`src/rtl/core/rieu_pkg.sv`:
```
`default_nettype none
package rieu_pkg;

  localparam int unsigned RegCount   = 16;
  localparam int unsigned RegIdxW    = 4;
  localparam int unsigned MemWords   = 4096;
  localparam int unsigned MemAddrW   = 12;
  localparam int unsigned DataW      = 32;
  localparam int unsigned PcW        = 16;
  localparam int unsigned OpW        = 5;
  localparam int unsigned DivCntW    = 6;

  typedef enum logic [OpW-1:0] {
    OP_ADD   = 5'd0,
    OP_ADDL  = 5'd1,
    OP_SUB   = 5'd2,
    OP_SUBL  = 5'd3,
    OP_MUL   = 5'd4,
    OP_DIV   = 5'd5,
    OP_AND   = 5'd6,
    OP_OR    = 5'd7,
    OP_XOR   = 5'd8,
    OP_MOVC  = 5'd9,
    OP_LOAD  = 5'd10,
    OP_LDR   = 5'd11,
    OP_STORE = 5'd12,
    OP_STR   = 5'd13,
    OP_BZ    = 5'd14,
    OP_BNZ   = 5'd15,
    OP_CMP   = 5'd16,
    OP_NOP   = 5'd17,
    OP_HALT  = 5'd18
  } op_t;

  typedef struct packed {
    logic [OpW-1:0]     command;
    logic [RegIdxW-1:0] dest_reg;
    logic [RegIdxW-1:0] src_a;
    logic [RegIdxW-1:0] src_b;
    logic [RegIdxW-1:0] src_c;
    logic [DataW-1:0]   immediate;
    logic [PcW-1:0]     instr_pc;
  } in_word_t;

  typedef struct packed {
    logic               reg_written;
    logic [RegIdxW-1:0] written_reg;
    logic [DataW-1:0]   written_value;
    logic               zero_out;
    logic               branch_taken;
    logic [PcW-1:0]     target_pc;
    logic               halted;
  } out_word_t;

  // controller to datapath
  typedef struct packed {
    logic latch_in;   // capture input word, read register file
    logic exec;       // operands valid: start alu / address memory
    logic div_step;   // one restoring divide step
    logic finish;     // produce result word, write back
    logic clr_step;   // clear one memory word
  } dp_cmd_t;

  // datapath to controller
  typedef struct packed {
    logic is_div;
    logic is_mem_rd;
    logic div_last;
    logic clr_done;
  } dp_stat_t;

endpackage
`default_nettype wire

```
`src/rtl/core/rieu_ctrl.sv`:
```
`default_nettype none
module rieu_ctrl (
  input  wire logic               clk,
  input  wire logic               rst_n,
  input  wire logic               in_valid,
  output logic                    in_ready,
  output logic                    out_valid,
  input  wire logic               out_ready,
  input  wire rieu_pkg::dp_stat_t stat,
  output rieu_pkg::dp_cmd_t       cmd
);
  typedef enum logic [5:0] {
    S_CLEAR = 6'b000001,
    S_IDLE  = 6'b000010,
    S_EXEC  = 6'b000100,
    S_DIV   = 6'b001000,
    S_MEM   = 6'b010000,
    S_FIN   = 6'b100000
  } state_t;

  state_t state_r, state_nxt;
  logic   out_valid_r, out_valid_nxt;
  logic   out_free;

  // result register is free when empty or being taken
  assign out_free  = !out_valid_r || out_ready;
  assign in_ready  = (state_r == S_IDLE);
  assign out_valid = out_valid_r;

  // next state and commands
  always_comb begin
    state_nxt     = state_r;
    out_valid_nxt = out_valid_r && !out_ready;
    cmd           = '0;
    unique case (state_r)
      S_CLEAR: begin
        cmd.clr_step = 1'b1;
        if (stat.clr_done) state_nxt = S_IDLE;
      end
      S_IDLE: begin
        cmd.latch_in = in_valid;
        if (in_valid) state_nxt = S_EXEC;
      end
      S_EXEC: begin
        cmd.exec = 1'b1;
        if (stat.is_div) state_nxt = S_DIV;
        else if (stat.is_mem_rd) state_nxt = S_MEM;
        else state_nxt = S_FIN;
      end
      S_DIV: begin
        cmd.div_step = 1'b1;
        if (stat.div_last) state_nxt = S_FIN;
      end
      S_MEM: begin
        state_nxt = S_FIN;
      end
      S_FIN: begin
        if (out_free) begin
          cmd.finish    = 1'b1;
          out_valid_nxt = 1'b1;
          state_nxt     = S_IDLE;
        end
      end
      default: state_nxt = S_IDLE;
    endcase
  end

  always_ff @(posedge clk) begin
    if (!rst_n) begin
      state_r     <= S_CLEAR;
      out_valid_r <= 1'b0;
    end else begin
      state_r     <= state_nxt;
      out_valid_r <= out_valid_nxt;
    end
  end
endmodule
`default_nettype wire

```
`config.mk`:
```
export PLATFORM = sky130hd
export DESIGN_NAME = rieu_ctrl
export DESIGN_NICKNAME = d
export VERILOG_FILES = /design/src/rtl/core/rieu_pkg.sv /design/src/rtl/core/rieu_ctrl.sv
export SDC_FILE = /design/constraint.sdc
export NUM_CORES = 1
export LEC_CHECK = 0
export BUFFER_PORTS_ARGS = -buffer_cell sky130_fd_sc_hd__buf_2
export CORE_AREA = 2 2 40 42
export CTS_CLUSTER_DIAMETER = 80
export DETAILED_ROUTE_END_ITERATION = 7
export DIE_AREA = 0 0 42 44
export PLACE_DENSITY = 0.61
export SLEW_MARGIN = 0
export SYNTH_ARGS = -nofsm -noshare
export SYNTH_HDL_FRONTEND = slang
export SYNTH_SLANG_ARGS = --single-unit
```
`constraint.sdc`:
```
create_clock -name clk -period 3.9 [get_ports clk]
set_input_delay 0.195 -clock clk [delete_from_list [all_inputs] [get_ports clk]]
set_output_delay 0.195 -clock clk [all_outputs]
set_load 0.1 [all_outputs]
```
==> impl_metrics.env <==
export IMPL_vias=422
export IMPL_crit_type="register to output pin"
export IMPL_wl_met1_microns=427
export IMPL_drc_errors=0
export IMPL_grt_first_pass_wirelength_microns=1390
export IMPL_synth_top_flop_cell="dfxtp_1"
export IMPL_fin_crit_ns=2.18
export IMPL_synth_adder_area_share_pct=0
export IMPL_fin_skew_ns=0.000390
export IMPL_routed_wl_microns=877
export IMPL_fin_crit_sh_pct=56.0
export IMPL_synth_simple_area_share_pct=38.9
export IMPL_hold_end="state_r[0]$_SDFFE_PN1P_"
export IMPL_p_per_area_nw_per_um2=411
export IMPL_synth_ff_latch_count=7
export IMPL_final_common_cell="buf_2"
export IMPL_hold_depth=2
export IMPL_syn_inst=52
export IMPL_diodes=0
export IMPL_synthDistinctLibCells=31
export IMPL_fin_ws_ns=1.72
export IMPL_dieArea_sq_um=1850
export IMPL_area_growth_pct=19.0
export IMPL_critical_path_required_ns=3.70
export IMPL_ys_async_sr_fraction_pct=0
export IMPL_nFillCells=144
export IMPL_grt_pass1_vias=367
export IMPL_regToRegSetupSlack_ns=2.32
export IMPL_slew_headroom_pct=67.8
export IMPL_worst_pin_slew_ns=0.486
export IMPL_cts_sinks=7
export IMPL_drive_above_1_share_pct=32.8
export IMPL_drtAntennaViolNets=0
export IMPL_synth_edff_count=0
export IMPL_grt_max_degree=12
export IMPL_finalNonFillerCells=83
export IMPL_fp_row_count=14
export IMPL_io_pins=15
export IMPL_rr_startpoint="state_r[4]$_SDFFE_PN0P_"
export IMPL_clock_latency_ns=0.24
export IMPL_met2_length_microns=420
export IMPL_antenna_found_initial=0
export IMPL_start_kind="register"
export IMPL_placed_cells=79
export IMPL_clkSlewWorstSetupHoldPaths_ns=0.05
export IMPL_synthesis_area_sq_um=467
export IMPL_drv_slew=0
export IMPL_cp_max_fo=7
export IMPL_synth_xor_area_share_pct=3.75
export IMPL_io_buffers=14
export IMPL_ir_drop_v=0.000179
export IMPL_nNetsFinal=76
export IMPL_cts_root_buf="clkbuf_4"
export IMPL_arrival_ns=1.99
export IMPL_ys_warn_count=0
export IMPL_crit_path_start="state_r[4]$_SDFFE_PN0P_"
export IMPL_cts_tree="done"
export IMPL_synth_compound_area_share_pct=17.7
export IMPL_cts_buffer_depth=2
export IMPL_die_y_microns=44
export IMPL_ys_seq_area_share_pct=30.0
export IMPL_grt_ovfl_total=0
export IMPL_dr_pass1_iters=4
export IMPL_hold_violations=0
export IMPL_finalPower_w=0.000229
export IMPL_fmax_mhz=458
export IMPL_initial_core_util_pct=32.9
export IMPL_ctsHoldBuffers=0
export IMPL_place_ws_ns=1.97
export IMPL_layout_common_cells="buf_2, dfxtp_1, nor3b_1, nor2_1"
export IMPL_reg2reg_to="state_r[2]$_SDFFE_PN0P_"
export IMPL_maxCapViolCount=0
export IMPL_top_layer="met3"
export IMPL_status="finished clean"
export IMPL_htree_num_levels=1
export IMPL_min_from="rst_n"
export IMPL_hold_path_class="input port to register"
export IMPL_drt_wirelength_per_cell_microns=10.6
export IMPL_synth_mux_area_share_pct=2.14
export IMPL_postCtsSetupRepairBufs=0
export IMPL_synth_top_family_by_area="simple AND/OR/NAND/NOR gates"
export IMPL_worstRegToRegCells=4
export IMPL_dpl_hpwl_microns=691
export IMPL_avgSynthCellArea_sq_um=8.97
export IMPL_rsz0062_at_grt="false"
export IMPL_leakagePower_nw=0.235
export IMPL_setup_violations_final=0
export IMPL_numCtsBuffers=3
export IMPL_end_kind="output pin"
export IMPL_wl_met3_microns=29
export IMPL_tns_ns=0
export IMPL_dr_first_iter_drc_count=6
export IMPL_cts_resized_gates=0
export IMPL_viasPerCell=5.08
export IMPL_routabilityCongestion=0.728
export IMPL_syn_num_nets=60
export IMPL_globalRouteTotalUtil_pct=10.2
export IMPL_core_area_sq_um=1420
export IMPL_die_w_microns=42
synthesized netlist by cell type, drive strengths merged, types with 2 or more instances:
cell,number,area share [%]
buf,2,4.8
a21oi,2,2.1
nor3b,5,9.1
and3,3,4.0
inv,2,1.6
or3,2,2.7
and2,2,3.2
o21ai,3,3.2
nor2,4,3.2
dfxtp,7,30
nor4,3,4.0
through the flow:
step                      hold slack [ns]  area [sq um]  util (%)
after floorplan                     0.275           467         -
after global placement              0.423           529      37.3
after detailed placement            0.427           529      37.3
after CTS                           0.168           556      39.2
after global routing                0.181           556      39.2
final                               0.170           556      39.2
power by group:
part / internal, W / switching [W] / leakage, nW
Combinational: 0.0000252 / 0.0000527 / 0.163
Clock: 0.0000390 / 0.0000253 / 0.0150
Sequential: 0.0000764 / 0.00000988 / 0.0573
critical path: stages, from the launching register on:
cell and delay, ns:
dfxtp_1 0.36, or4_4 0.58, nor3b_2 0.25, and2_1 0.14, buf_2 0.41
how the worst max path moves through the flow:
| stage | cells past startpoint | to |
|---|---|---|
| 6_report | 4 | cmd[4] |
| 5_1_grt | 4 | cmd[4] |
| 4_1_cts | 4 | cmd[4] |
| 3_5_place_dp | 4 | cmd[4] |
| 3_3_place_gp | 4 | cmd[4] |
| 2_1_floorplan | 2 | cmd[2] |
per-layer routing:
layer / track usage [%] / vias up
li1: - / 223
met1: 11.0 / 193
met2: 17.2 / 6
met3: 2.50 / 0
met4: 7.74 / 0
met5: 0 / -
cell type report:
cell class	count	area (sq um)	share of cell area, %
Clock buffer	4	26.3	4.73
Timing Repair Buffer	14	70.1	12.6
Sequential cell	7	140	25.2
Tap cell	16	20.0	3.60
Inverter	2	7.51	1.35
Multi-Input combinational cell	40	292	52.5
cells by family after synthesis:
kind of cell / after synthesis
compound gates: 10
buf+inv: 5
flops: 7
xor+xnor: 2
mux: 1
simple gates: 27
flip-flops by register name, indices dropped and copies added, names as in the netlist:
signal     count
out_valid      1
state_r        6
Power figures use the tool's default switching activity.
